--- config.mk ---
export PLATFORM = sky130hd
export DESIGN_NAME = wfc_match
export DESIGN_NICKNAME = d
export VERILOG_FILES = /design/src/wfc_pkg.sv /design/src/wfc_match.sv
export SDC_FILE = /design/constraint.sdc
export NUM_CORES = 1
export LEC_CHECK = 0
export ABC_AREA = 1
export BUFFER_PORTS_ARGS = -buffer_cell sky130_fd_sc_hd__buf_2
export CORE_MARGIN = 2
export CORE_UTILIZATION = 30
export DETAILED_ROUTE_END_ITERATION = 6
export GPL_TIMING_DRIVEN = 1
export PLACE_DENSITY = 0.77
export SLEW_MARGIN = 20
export SYNTH_ARGS = -nofsm -noshare
export SYNTH_HDL_FRONTEND = slang
export SYNTH_SLANG_ARGS = --single-unit
--- constraint.sdc ---
create_clock -name vclk -period 0.8
set_input_delay 0.04 -clock vclk [all_inputs]
set_output_delay 0.04 -clock vclk [all_outputs]
set_load 0.01 [all_outputs]
--- src/wfc_pkg.sv ---
`default_nettype none

package wfc_pkg;

    localparam int CHAR_W   = 8;
    localparam int LETTER_W = 5;
    localparam int INDEX_W  = 8;
    localparam int COUNT_W  = 32;

    localparam logic [CHAR_W-1:0] CHAR_UPPER_A = 8'h41;
    localparam logic [CHAR_W-1:0] CHAR_UPPER_Z = 8'h5A;
    localparam logic [CHAR_W-1:0] CHAR_LOWER_A = 8'h61;
    localparam logic [CHAR_W-1:0] CHAR_LOWER_Z = 8'h7A;

    localparam logic [COUNT_W-1:0] COUNT_MAX = '1;

    typedef logic [LETTER_W-1:0] letter_t;
    typedef logic [COUNT_W-1:0]  count_t;

    typedef enum logic
    {
        ST_IDLE,
        ST_SCAN
    } state_t;

    typedef struct packed
    {
        logic rd_en;
        logic wr_word;
        logic wr_count;
    } tbl_ctrl_t;

endpackage

`default_nettype wire

--- src/wfc_match.sv ---
`default_nettype none

module wfc_match
    import wfc_pkg::*;
#(
    parameter int MAX_WORD_LEN = 20,
    parameter int LEN_W        = $clog2(MAX_WORD_LEN + 1)
)
(
    input  wire logic [MAX_WORD_LEN*LETTER_W-1:0] word_letters,
    input  wire logic [LEN_W-1:0]                 word_len,
    input  wire logic [MAX_WORD_LEN*LETTER_W-1:0] row_letters,
    input  wire logic [LEN_W-1:0]                 row_len,
    output      logic                             hit
);

    logic [MAX_WORD_LEN-1:0] eq;

    // letters past the word end are stale and ignored
    always_comb
    begin
        for (int k = 0; k < MAX_WORD_LEN; k++)
        begin
            eq[k] = (LEN_W'(k) >= word_len) ||
                    (word_letters[k*LETTER_W +: LETTER_W] ==
                     row_letters[k*LETTER_W +: LETTER_W]);
        end
    end

    assign hit = (row_len == word_len) && (&eq);

endmodule

`default_nettype wire

==> flow_metrics.env <==
export IMPL_status="finished with violations"
export IMPL_violations="setup timing"
export IMPL_drtIter0Drc=40
export IMPL_fmax_mhz=886.9
export IMPL_synth_area_leaders="nand2_1 (24%), xor2_1 (17%), nor2_1 (16%), xnor2_1 (16%), inv_1 (12%)"
export IMPL_maxCapViolations=0
export IMPL_layout_drive_gt1_share_pct=40.81
export IMPL_synth_nets=580
export IMPL_crit_arrival_ns=1.09
export IMPL_syn_inst=370
export IMPL_die_area_um2=6611
export IMPL_first_pass_iters=4
export IMPL_die_width_um=81.31
export IMPL_areaGrowthSynthToFinish_pct=76.76
export IMPL_dp_hpwl_mm=5.846
export IMPL_grt_pass1_wl_mm=9.390
export IMPL_vias=2830
export IMPL_synth_distinct_cells=20
export IMPL_path_delay_family="simple AND/OR/NAND/NOR gates"
export IMPL_fin_crit_sh_pct=140.9
export IMPL_path_cells="buf_6, inv_4, buf_4, and3_4, nand2_1, nand2_1, nand3_1, nor2_1, nand3_1, nor2_2, buf_6"
export IMPL_numPortBuffers=211
export IMPL_fin_cells=668
export IMPL_relSlewSlack_pct=85.03
export IMPL_grt_remaining_overflow=0
export IMPL_netlist_area_um2=1793
export IMPL_rsz0062_at_grt="yes"
export IMPL_track_usage_pct=17.29
export IMPL_ios=211
export IMPL_worstMarginPinSlew_ns=0.2222
export IMPL_slowest_delay_ns=0.18
export IMPL_hold_path_depth=7
export IMPL_synth_most_common_cell="nand2_1"
export IMPL_dp_cells=665
export IMPL_place_congestion=0.9185
export IMPL_die_y_um=81.31
export IMPL_synth_warnings=0
export IMPL_slew_violations=0
export IMPL_worstPathMaxFanout=5
export IMPL_seq_cells=0
export IMPL_critical_path_class="input port to output pin"
export IMPL_hold_start="word_len[4]"
export IMPL_setup_viol=1
export IMPL_clock_buffers=0
export IMPL_p_leak_nw=2.053
export IMPL_rows=28
export IMPL_drc=0
export IMPL_pwr_share_comb_pct=100.0
export IMPL_via_per_inst=4.237
export IMPL_wl_mm=6.509
export IMPL_final_seq_area_um2=0
export IMPL_hold_class="input port to output pin"
export IMPL_clockPowerShare_pct=0
export IMPL_start_util_pct=30.65
export IMPL_ir_drop_mv=0.2378
export IMPL_endpoint_kind="output pin"
export IMPL_p_switching_mw=0.6511
export IMPL_pwr_share_seq_pct=0
export IMPL_nNetsFinal=805
export IMPL_avgSynthCellArea_um2=4.846
export IMPL_start_kind="input port"
export IMPL_grt_start_max_net_pins=9
export IMPL_p_int_mw=0.8060
export IMPL_yosys_area_top_type="nand2_1"
export IMPL_antenna_left=0
export IMPL_cp_slowest_cell="and3_4"
export IMPL_cp_required_ns=0.76
export IMPL_swShare_pct=44.68
export IMPL_diodes=0
export IMPL_hold_viol=0
export IMPL_yosys_area_top_type_share_pct=24.08
export IMPL_antenna_found_initial=0
export IMPL_dpl_worst_slack_ns=-0.3868
export IMPL_worst_slack_ns=-0.3276
export IMPL_ys_seq_area_share_pct=0
export IMPL_routedWlPerCell_um=9.744
export IMPL_min_delay_worst_endpoint="hit"
export IMPL_min_period_ns=1.128
export IMPL_synth_common_cells="nand2_1 (115), nor2_1 (78), inv_1 (59), xor2_1 (34), xnor2_1 (32)"
export IMPL_power_total_mw=1.457
export IMPL_first_global_vias=2549
export IMPL_coreArea_um2=5851
export IMPL_powerDensity_nw_per_um2=459.8
export IMPL_critical_path_buf_inv_count=4
export IMPL_cts_hold_buf=0
[timing repair]
action | 4_1_cts | 5_1_grt
setup buffers | 3 | 0
endpoints found under the setup margin | 1 | 1
pin swaps | 16 | 16
resized for setup | 15 | 11
[layout by cell type, fill, tap and decap left out]
cell / instances
buf_2: 199
o21ai_1: 5
a21oi_1: 4
nand3_1: 20
nand2_1: 115
nand4_1: 5
a31oi_1: 1
inv_12: 1
inv_1: 59
nor2_2: 6
inv_4: 2
inv_2: 3
buf_6: 11
xor2_1: 34
o21ai_0: 3
xnor2_1: 32
nor2_4: 3
clkinv_1: 1
nor2_1: 70
and3_4: 1
nand2_4: 1
or2_1: 1
buf_4: 15
nand3b_1: 1
[power by group through the flow]
stage,registers [mW],clock network [mW],logic (mW)
global placement,0,0,1.36
CTS,0,0,1.44
detailed placement,0,0,1.39
global route,0,0,1.64
floorplan,0,0,0.650
finish,0,0,1.46
[worst max path at each step]
stage                                start  endpoint  cells after the start
after floorplan                word_len[3]       hit                      9
after global placement         word_len[1]       hit                     10
after detailed placement       word_len[1]       hit                     11
after CTS                 word_letters[59]       hit                     11
after global routing       row_letters[54]       hit                     12
final                          word_len[2]       hit                     11
[per-stage QoR]
step | TNS, ns | instance area [µm²] | utilization (%) | hold slack [ns]
floorplan | -0.06839 | 1833 | - | 0.3155
global placement | -0.3702 | 3045 | 52.05 | 0.6411
detailed placement | -0.3868 | 3045 | 52.05 | 0.6411
CTS | -0.3301 | 3120 | 53.34 | 0.6542
global route | -0.4958 | 3169 | 54.17 | 0.6943
finish | -0.3276 | 3169 | 54.17 | 0.6563
[kinds of logic after synthesis]
kind of cell | after synthesis | share of synthesized area [%]
AOI/OAI and AO/OA | 13 | 3.698
xor gates and xnor gates | 66 | 32.24
buffers and inverters | 68 | 14.51
and+or+nand+nor | 223 | 49.55
[final cells by class]
class	count	area, µm²
multi-input cells	302	1578
inverters	66	265.3
repair buffers	225	1232
well taps	75	93.84
fillers	617	2681
[per-layer routing]
layer  vias up  wire length, µm  GRT usage [%]
met5         -                0              0
met3         4              498          1.000
met4         0               37          1.695
met2       115             3620          38.20
met1      1174             2353          17.57
li1       1537                -              -
No activity file was read; power rests on OpenSTA's default activity.
