### config.mk
export PLATFORM = sky130hd
export DESIGN_NAME = wfc_word_buf
export DESIGN_NICKNAME = d
export VERILOG_FILES = /design/src/wfc_pkg.sv /design/src/wfc_word_buf.sv
export SDC_FILE = /design/constraint.sdc
export NUM_CORES = 1
export LEC_CHECK = 0
export ABC_AREA = 0
export CAP_MARGIN = 20
export CORE_MARGIN = 2
export CORE_UTILIZATION = 35
export DETAILED_ROUTE_END_ITERATION = 12
export DONT_BUFFER_PORTS = 1
export PLACE_DENSITY = 0.58
export SLEW_MARGIN = 10
export SYNTH_ARGS = -nofsm -noshare
export SYNTH_HDL_FRONTEND = slang
export SYNTH_SLANG_ARGS = --single-unit
### constraint.sdc
create_clock -name clk -period 1.95 [get_ports clk]
set_input_delay 0.2925 -clock clk [delete_from_list [all_inputs] [get_ports clk]]
set_output_delay 0.2925 -clock clk [all_outputs]
set_load 0.03 [all_outputs]
### src/wfc_pkg.sv
`default_nettype none

package wfc_pkg;

    localparam int CHAR_W   = 8;
    localparam int LETTER_W = 5;
    localparam int INDEX_W  = 8;
    localparam int COUNT_W  = 32;

    localparam logic [CHAR_W-1:0] CHAR_UPPER_A = 8'h41;
    localparam logic [CHAR_W-1:0] CHAR_UPPER_Z = 8'h5A;
    localparam logic [CHAR_W-1:0] CHAR_LOWER_A = 8'h61;
    localparam logic [CHAR_W-1:0] CHAR_LOWER_Z = 8'h7A;

    localparam logic [COUNT_W-1:0] COUNT_MAX = '1;

    typedef logic [LETTER_W-1:0] letter_t;
    typedef logic [COUNT_W-1:0]  count_t;

    typedef enum logic
    {
        ST_IDLE,
        ST_SCAN
    } state_t;

    typedef struct packed
    {
        logic rd_en;
        logic wr_word;
        logic wr_count;
    } tbl_ctrl_t;

endpackage

`default_nettype wire

### src/wfc_word_buf.sv
`default_nettype none

module wfc_word_buf
    import wfc_pkg::*;
#(
    parameter int MAX_WORD_LEN = 20,
    parameter int LEN_W        = $clog2(MAX_WORD_LEN + 1)
)
(
    input  wire logic                             clk,
    input  wire logic                             rst_n,
    input  wire logic                             push,
    input  wire logic                             clear,
    input  wire letter_t                          letter,
    output      logic [MAX_WORD_LEN*LETTER_W-1:0] letters,
    output      logic [LEN_W-1:0]                 len,
    output      logic                             overflow,
    output      logic                             in_word
);

    letter_t          letters_reg [MAX_WORD_LEN];
    logic [LEN_W-1:0] len_reg;
    logic             ovf_reg;
    logic             in_word_reg;
    logic             full;

    assign full = (len_reg == LEN_W'(MAX_WORD_LEN));

    always_ff @(posedge clk or negedge rst_n)
    begin
        if (!rst_n)
        begin
            len_reg     <= '0;
            ovf_reg     <= 1'b0;
            in_word_reg <= 1'b0;
        end
        else if (clear)
        begin
            len_reg     <= '0;
            ovf_reg     <= 1'b0;
            in_word_reg <= 1'b0;
        end
        else if (push)
        begin
            in_word_reg <= 1'b1;
            if (full)
            begin
                ovf_reg <= 1'b1;
            end
            else
            begin
                len_reg <= len_reg + LEN_W'(1);
            end
        end
    end

    always_ff @(posedge clk)
    begin
        for (int i = 0; i < MAX_WORD_LEN; i++)
        begin
            if (push && !full && (len_reg == LEN_W'(i)))
            begin
                letters_reg[i] <= letter;
            end
        end
    end

    always_comb
    begin
        for (int i = 0; i < MAX_WORD_LEN; i++)
        begin
            letters[i*LETTER_W +: LETTER_W] = letters_reg[i];
        end
    end

    assign len      = len_reg;
    assign overflow = ovf_reg;
    assign in_word  = in_word_reg;

endmodule

`default_nettype wire

==> results of run 1 <==
logic make-up (layout without fill, tap and decap cells):
family | count (synthesis) | in the layout
buffers and inverters | 11 | 49
adders and majority gates | 5 | 5
AOI/OAI and AO/OA | 6 | 6
DFF | 107 | 107
and+or+nand+nor | 48 | 48
muxes | 2 | 2
worst paths after layout:
kind | slack (ps) | from | endpoint | cells past startpoint
max | 280 | len[0]$_DFFE_PN0P_ | letters_reg[3][19]$_DFFE_PP_ | 5
min | 30 | letter[1] | letters_reg[3][1]$_DFFE_PP_ | 0
max reg2reg | 280 | len[0]$_DFFE_PN0P_ | letters_reg[3][19]$_DFFE_PP_ | 5
min reg2reg | 680 | overflow$_DFFE_PN0P_ | overflow$_DFFE_PN0P_ | 2
max in group asynchronous | 1430 | rst_n | len[3]$_DFFE_PN0P_ | 1
min in group asynchronous | 260 | rst_n | in_word$_DFFE_PN0P_ | 1
final cells by class:
cell class / count / area, um^2 / share of cell area, %
multi-input cells: 61 / 349 / 8.45
flip-flops and latches: 107 / 3180 / 76.9
well taps: 133 / 166 / 4.03
clock inverters: 4 / 51.3 / 1.24
clock buffers: 12 / 135 / 3.27
inverters: 6 / 22.5 / 0.545
repair buffers: 27 / 228 / 5.51
power groups by stage:
stage	registers [mW]	logic [mW]	clock network [mW]
2_1_floorplan	2.66	0.0605	0
3_3_place_gp	2.65	0.0892	0
3_5_place_dp	2.65	0.0894	0
4_1_cts	2.60	0.110	1.34
5_1_grt	2.60	0.126	1.44
6_report	2.60	0.115	1.29
cell usage after synthesis, drive strengths merged:
cell type / count / area (um^2)
a211oi: 1 / 7.51
inv: 6 / 22.5
buf: 4 / 30.0
nor2b: 1 / 6.26
mux2: 1 / 15.0
edfxtp: 100 / 3000
nand2b: 2 / 12.5
nor3: 8 / 40.0
mux2i: 1 / 10.0
clkbuf: 1 / 3.75
o31a: 1 / 8.76
nand4: 1 / 6.26
ha: 5 / 62.6
nand3: 3 / 15.0
or3: 1 / 6.26
and2: 1 / 7.51
nor2: 17 / 63.8
dfrtp: 7 / 175
and3: 1 / 6.26
nand2: 12 / 52.6
a31oi: 1 / 6.26
a21oi: 3 / 15.0
nand3b: 1 / 7.51
what timing repair did:
item / in CTS / in global routing
hold buffers: 7 / 3
buffers inserted: 0 / 0
endpoints found under the hold margin: 23 / 6
layer usage:
metal | wire length (um) | vias to the layer above
met2 | 3410 | 73
met1 | 3400 | 834
met3 | 441 | 7
li1 | - | 727
met4 | 76 | 0
met5 | 0 | -
worst reg2reg max path, stage by stage, from the launching register on:
cell and delay, ps:
dfrtp_1 440, inv_1 130, ha_1 240, nand2_4 70
o31a_1 310, and2_2 260
stage by stage:
| step | setup WS, ps | hold slack [ps] | std cells |
|---|---|---|---|
| 3_5_place_dp | 293 | -2.93 | 324 |
| 5_1_grt | 180 | 0.345 | 350 |
| 4_1_cts | 275 | 4.18 | 347 |
| 3_3_place_gp | 320 | -2.89 | 324 |
| 2_1_floorplan | 169 | -3.09 | 179 |
| 6_report | 276 | 27.5 | 350 |
==> results.toml, run 1 <==
[status]
status = "finished clean"

[power_and_ir_drop]
p_leak_nw = 1.36
p_per_area_nw_per_um2 = 969
p_total_mw = 4.00
clockPowerShare_pct = 32.2
combPwrFrac_pct = 2.9
p_int_mw = 3.18
vdd_drop_max_mv = 0.295
netSwitchingFraction_pct = 20.5
seq_power_share_pct = 65.0
netSwitchingPower_mw = 0.822

[logic_synthesis]
synth_seq_cells = 107
synth_nets = 193
synth_top_family_by_area = "simple AND/OR/NAND/NOR gates"
synthMuxAreaShare_pct = 0.698
netlist-cell-type-count = 27
synth_area_um2 = 3580
ys_warn_count = 0
syn-instance-count = 179
synthAdderAreaFrac_pct = 1.75
synth_compound_area_share_pct = 1.05
synth-xor-area-share_pct = 0
syn_area_per_cell_um2 = 20.0
ys_seq_area_share_pct = 88.7
synth-simple-area-share_pct = 6.25

[sta]
min_period_over_period_pct = 85.8
rsz0062_at_grt = "no"
max_slew_margin_pct = 62.6
fin_tns_setup_ps = 0
min_period_ps = 1670
fin_skew_ps = 14.7
finalHoldViolCount = 0
worst_slew_pin_slew_ps = 559
fmax_mhz = 597
drv_slew = 0
setup_viol = 0

[floorplan]
start_util_pct = 36.3
die_y_um = 105
die_area_um2 = 11100
io_pins = 116
core_um2 = 9860
die_w_um = 105
rows = 36

[cts]
ctsResizeCount = 0
numCtsBuffers = 9
cts_tree = "yes"
cts_root_buffer = "clkbuf_8"
cts.sinks = 107
clockBufferDepth = 2
htree_levels = 3
clock_latency_ps = 360
cts.reportedPaths.clkPinSlew_ps = 100

[place]
gp_congestion = 0.761
hpwlAfterDp_mm = 4.57
port_buffers = 0
place_area_um2 = 3840

[critical_path]
path_delay_family = "flip-flops"
critPathSlowestCell = "dfrtp_1"
cp-end-kind = "flop"
critPathMaxStageDelay_ps = 440
timing_worst_setup_path_type = "flop to flop"
crit_arrival_ps = 1800
crit_buf_inv = 1
critical_path_required_ps = 2070
path_max_fanout = 5
crit_chain = "inv_1 -> ha_1 -> nand2_4 -> o31a_1 -> and2_2"
start_kind = "flop"

[global_routing]
grt_start_max_net_pins = 20
use_met2_pct = 20.2
grt.overflow.total = 0
antenna_found_initial = 0
gr-usage-met1_pct = 17.5
grt_pass1_wl_mm = 10.5
grtUsageMet3_pct = 4.74
grtUsageTotal_pct = 13.3
grt_pass1_vias = 1618
grt.busiest_layer = "met2"

[final_layout]
drive_gt1_share_pct = 15.7
post-route-util_pct = 41.9
area_growth_pct = 15.3
num_antenna_cells = 0
fillCellCount = 870
largest_reg_flops = 100
nNetsFinal = 226
final_cell_mix = "edfxtp_1, nor2_1, buf_4"
stdcell_area_um2 = 4130
final_common_cell = "edfxtp_1"

[flow_run]
cap_violations = 0

[route]
ant_nets = 0
drc = 0
vias = 1641
via_per_inst = 4.69
dr.pass1.iters = 4
initialDrtViolationCount = 120
drt-total-wl_mm = 7.33
wl_per_cell_um = 20.9

[min_path]
hp-class = "primary input to flop"
Power figures use the tool's default switching activity.
==> inputs of run 2 (changes only) <==
--- a/config.mk
+++ b/config.mk
@@ -5,9 +5,8 @@
 export SDC_FILE = /design/constraint.sdc
 export NUM_CORES = 1
 export LEC_CHECK = 0
-export ABC_AREA = 0
+export ABC_AREA = 1
 export CAP_MARGIN = 20
-export CORE_MARGIN = 2
 export CORE_UTILIZATION = 35
 export DETAILED_ROUTE_END_ITERATION = 12
 export DONT_BUFFER_PORTS = 1
==> results.toml, run 2 <==
[status]
status = "finished clean"

[power_and_ir_drop]
p_int_mw = 3.20
combPwrFrac_pct = 2.7
clockPowerShare_pct = 32.9
seq_power_share_pct = 64.4
netSwitchingPower_mw = 0.800
vdd_drop_max_mv = 0.371
p_per_area_nw_per_um2 = 967
netSwitchingFraction_pct = 20.0
p_leak_nw = 1.40

[critical_path]
crit_chain = "inv_1 -> ha_1 -> nand2_1 -> nor2_2 -> nor2_4 -> nand2_1 -> nor2_1"
cp-end-kind = "flop"
critical_path_required_ps = 1970
crit_buf_inv = 1
critPathSlowestCell = "dfrtp_1"
path_max_fanout = 5
critPathMaxStageDelay_ps = 410
path_common_cell = "nand2_1"
start_kind = "flop"
timing_worst_setup_path_type = "flop to flop"
path_delay_family = "simple AND/OR/NAND/NOR gates"
crit_arrival_ps = 1870

[route]
wl_met2_mm = 3.86
drt-total-wl_mm = 7.99
wl_met3_um = 550
drc = 0
wl_per_cell_um = 22.1
vias = 1722
initialDrtViolationCount = 93
top_layer = "met4"
dr.pass1.iters = 4
via_per_inst = 4.77
wl_met1_mm = 3.44
ant_nets = 0

[sta]
max_slew_margin_pct = 65.1
min_period_over_period_pct = 94.9
min_period_ps = 1850
rsz0062_at_grt = "yes"
fin_hold_ws_ps = 24.1
fin_skew_ps = 10.7
drv_slew = 0
finalHoldViolCount = 0
setup_viol = 0
worst_slew_pin_slew_ps = 522
fmax_mhz = 540
fin_tns_setup_ps = 0

[floorplan]
rows = 36
die_area_um2 = 10800
die_w_um = 104
core_um2 = 9910
io_pins = 116
start_util_pct = 36.7
die_y_um = 104

[cts]
cts.reportedPaths.clkPinSlew_ps = 90
cts_root_buffer = "clkbuf_8"
cts.sinks = 107
cts_tree = "yes"
ctsResizeCount = 0
htree_levels = 3
clockBufferDepth = 2
clock_latency_ps = 360
numCtsBuffers = 9

[global_routing]
grt_pass1_wl_mm = 11.4
antenna_found_initial = 0
grt_pass1_vias = 1745
grt_start_max_net_pins = 19
grtUsageTotal_pct = 15.2
grt.overflow.total = 0

[logic_synthesis]
synth_area_um2 = 3630
yosysMostFrequentCell = "edfxtp_1"
syn_area_per_cell_um2 = 18.7
ys_top_cells_by_area = "edfxtp_1, dfrtp_1, nor2_1"
ys_seq_area_share_pct = 87.4
synth_seq_cells = 107
synth_common_cells = "edfxtp_1, nor2_1, nand2_1, nand3_1, inv_1"
netlist-cell-type-count = 19
ys_async_sr_fraction_pct = 6.54
synth_nets = 208
ys_warn_count = 0
synth.largest_area_cell = "edfxtp_1"
synth_top_area_share_pct = 82.6
synth_edf_count = 100
ys.flop_type = "edfxtp_1"
syn-instance-count = 194

[final_layout]
largest_reg_flops = 100
nNetsFinal = 237
final_common_cell = "edfxtp_1"
fin_cells = 361
final_cell_mix = "edfxtp_1, nor2_1, nand2_1"
post-route-util_pct = 41.7
num_antenna_cells = 0
area_growth_pct = 13.7
drive_gt1_share_pct = 14.0
stdcell_area_um2 = 4130

[place]
hpwlAfterDp_mm = 4.81
numPlacedInstances = 336
port_buffers = 0
place_area_um2 = 3850
gp_congestion = 0.810

[min_path]
hp-class = "primary input to flop"

[flow_run]
cap_violations = 0
-- run 2: repair_timing --
item / CTS / global route
hold endpoints to repair: 34 / 4
hold buffers: 7 / 2
endpoints found under the setup margin: 0 / 15
setup buffers: 0 / 0
-- run 2: metal layers --
metal / track usage [%] / vias up
met2: 24.1 / 77
met4: 7.96 / 0
met3: 4.82 / 11
met1: 18.5 / 876
met5: 0 / -
li1: - / 758
-- run 2: stage by stage --
step	power, mW	setup WS [ps]
global route	4.13	-64.6
CTS	4.04	52.8
finish	4.00	99.4
global placement	2.71	197
floorplan	2.68	-60.3
detailed placement	2.71	64.7
-- run 2: final timing paths --
check	start	endpoint	slack [ps]	cells past startpoint
worst max-delay path	len[0]$_DFFE_PN0P_	letters_reg[1][16]$_DFFE_PP_	100	7
worst min-delay path	letter[4]	letters_reg[1][14]$_DFFE_PP_	20	0
worst max register to register	len[0]$_DFFE_PN0P_	letters_reg[1][16]$_DFFE_PP_	100	7
worst min register to register	overflow$_DFFE_PN0P_	overflow$_DFFE_PN0P_	680	2
max in group asynchronous	rst_n	len[0]$_DFFE_PN0P_	1430	1
min in group asynchronous	rst_n	len[2]$_DFFE_PN0P_	260	1
-- run 2: power groups by stage --
| stage | combinational [mW] | sequential [mW] | clock [mW] |
|---|---|---|---|
| after floorplan | 0.0467 | 2.63 | 0 |
| after global placement | 0.0788 | 2.63 | 0 |
| after detailed placement | 0.0773 | 2.63 | 0 |
| after CTS | 0.104 | 2.58 | 1.36 |
| after global routing | 0.119 | 2.58 | 1.44 |
| final | 0.107 | 2.57 | 1.32 |
-- run 2: layout make-up --
cell class | instances | area, um^2
fillers | 912 | 5780
flip-flops and latches | 107 | 3180
multi-input cells | 72 | 375
repair buffers | 21 | 180
well taps | 133 | 166
clock buffers | 13 | 149
inverters | 12 | 45.0
clock inverters | 3 | 40.0
-- run 2: cell families after synthesis --
logic type | synth area share [%]
xor+xnor | 0.241
fa+ha+maj | 1.72
buf+inv | 2.24
simple gates | 8.09
compound gates | 0.275
flops | 87.4
==> inputs of run 3 (changes only) <==
--- a/config.mk
+++ b/config.mk
@@ -7,10 +7,12 @@
 export LEC_CHECK = 0
 export ABC_AREA = 1
 export CAP_MARGIN = 20
+export CELL_PAD_IN_SITES_DETAIL_PLACEMENT = 1
+export CELL_PAD_IN_SITES_GLOBAL_PLACEMENT = 2
 export CORE_UTILIZATION = 35
 export DETAILED_ROUTE_END_ITERATION = 12
 export DONT_BUFFER_PORTS = 1
-export PLACE_DENSITY = 0.58
+export PLACE_DENSITY = 0.74
 export SLEW_MARGIN = 10
 export SYNTH_ARGS = -nofsm -noshare
 export SYNTH_HDL_FRONTEND = slang
==> constraint.sdc (replaced) <==
create_clock -name clk -period 1.95 [get_ports clk]
set_input_delay 0.39 -clock clk [delete_from_list [all_inputs] [get_ports clk]]
set_output_delay 0.39 -clock clk [all_outputs]
set_load 0.03 [all_outputs]
==> results.toml, run 3 (synthesis gave the netlist of run 2 again) <==
[sta]
fin_tns_setup_ps = 0
max_slew_margin_pct = 68.7
rsz0062_at_grt = "no"
fmax_mhz = 562
min_period_over_period_pct = 91.3
finalHoldViolCount = 0
fin_skew_ps = 13.5
fin_hold_ws_ps = 60.4
drv_slew = 0
min_period_ps = 1780
worst_slew_pin_slew_ps = 468
setup_viol = 0

[final_layout]
largest_reg_flops = 100
area_growth_pct = 12.8
fillCellCount = 976
multi_input_area_um2 = 378
final_cell_mix = "edfxtp_1, nand2_1, nor2_1"
num_antenna_cells = 0
seqCellArea_um2 = 3180
final_common_cell = "edfxtp_1"
post-route-util_pct = 41.4
fin_cells = 356
nNetsFinal = 232
drive_gt1_share_pct = 17.5

[place]
hpwlAfterDp_mm = 5.15
gp_congestion = 0.827
port_buffers = 0
numPlacedInstances = 339

[power_and_ir_drop]
clockPowerShare_pct = 34.3
p_leak_nw = 1.39
combPwrFrac_pct = 2.2
p_int_mw = 3.18
vdd_drop_max_mv = 0.442
netSwitchingFraction_pct = 21.5
seq_power_share_pct = 63.6
p_total_mw = 4.05
netSwitchingPower_mw = 0.870
p_per_area_nw_per_um2 = 988

[global_routing]
grt_pass1_vias = 1757
grt_pass1_wl_mm = 11.5
grt.overflow.total = 0
grt_start_max_net_pins = 21
grtUsageTotal_pct = 14.6
antenna_found_initial = 0

[cts]
clock_latency_ps = 370
numCtsBuffers = 9
cts_tree = "yes"
htree_levels = 3
clockBufferDepth = 2
cts.sinks = 107
cts_root_buffer = "clkbuf_8"
cts.reportedPaths.clkPinSlew_ps = 110

[critical_path]
start_kind = "flop"
critPathMaxStageDelay_ps = 360
timing_worst_setup_path_type = "flop to flop"
critical_path_required_ps = 1980
r2r_slack_ps = 170
crit_chain = "buf_4 -> ha_1 -> nand2_1 -> nor2_1 -> ha_1 -> inv_1 -> nor2_1"
reg2regPathDepth = 7
critPathSlowestCell = "dfrtp_1"
path_delay_family = "simple AND/OR/NAND/NOR gates"
cp-end-kind = "flop"
cp_num_cells = 7
crit_arrival_ps = 1810
path_max_fanout = 5
crit_buf_inv = 2

[floorplan]
core_um2 = 9910
die_y_um = 104
io_pins = 116
die_area_um2 = 10800
die_w_um = 104
rows = 36
start_util_pct = 36.7

[min_path]
hp-class = "primary input to flop"
whs_path_depth = 1

[route]
ant_nets = 0
wl_per_cell_um = 21.4
drc = 0
initialDrtViolationCount = 91
via_per_inst = 4.71
drt-total-wl_mm = 7.60
dr.pass1.iters = 4
vias = 1677

[status]
status = "finished clean"

[flow_run]
cap_violations = 0
[run 3: cell count changes in the layout (fill, tap and decap cells not counted), sizes merged]
| cell | change |
|---|---|
| clkinv | -1 |
| clkinvlp | +2 |
| inv | +3 |
| dlygate4sd3 | -8 |
| clkbuf | -4 |
| buf | +3 |
[run 3: per-layer routing]
layer / part of all wire [%] / global-route usage [%] / wire (um) / up-vias
li1: - / - / - / 752
met1: 42 / 17.3 / 3220 / 835
met2: 50 / 24.2 / 3820 / 74
met3: 4.4 / 3.38 / 336 / 16
met4: 2.9 / 8.78 / 223 / 0
met5: 0 / 0 / 0 / -
[run 3: per-stage QoR]
step / instance area (um^2) / setup WS (ps)
after floorplan: 3630 / -60.3
after global placement: 3880 / 185
after detailed placement: 3880 / 109
after CTS: 4100 / 79.5
after global routing: 4100 / 22.4
final: 4100 / 170
[run 3: layout make-up]
type / instances / area share [%]
Clock inverter: 7 / 2.08
Timing Repair Buffer: 16 / 2.99
Multi-Input combinational cell: 72 / 9.22
Clock buffer: 9 / 3.02
Tap cell: 133 / 4.06
Inverter: 12 / 1.10
Sequential cell: 107 / 77.5
[run 3: what timing repair did]
action	in CTS	in global routing
buffers inserted	0	0
hold buffers	1	0
setup endpoints to repair	0	5
hold endpoints to repair	7	0
gates resized for setup	0	1
[run 3: final timing paths]
path | from | endpoint
setup / recovery | len[0]$_DFFE_PN0P_ | letters_reg[3][19]$_DFFE_PP_
hold / removal | clear | overflow$_DFFE_PN0P_
setup reg to reg | len[0]$_DFFE_PN0P_ | letters_reg[3][19]$_DFFE_PP_
hold reg to reg | len[0]$_DFFE_PN0P_ | len[0]$_DFFE_PN0P_
max in group asynchronous | rst_n | len[2]$_DFFE_PN0P_
min in group asynchronous | rst_n | len[1]$_DFFE_PN0P_
[run 3: power by group through the flow]
stage | Combinational, mW | Sequential [mW] | Clock, mW
after floorplan | 0.0467 | 2.63 | 0
after global placement | 0.0833 | 2.63 | 0
after detailed placement | 0.0851 | 2.63 | 0
after CTS | 0.0900 | 2.58 | 1.43
after global routing | 0.0989 | 2.58 | 1.51
final | 0.0883 | 2.57 | 1.39
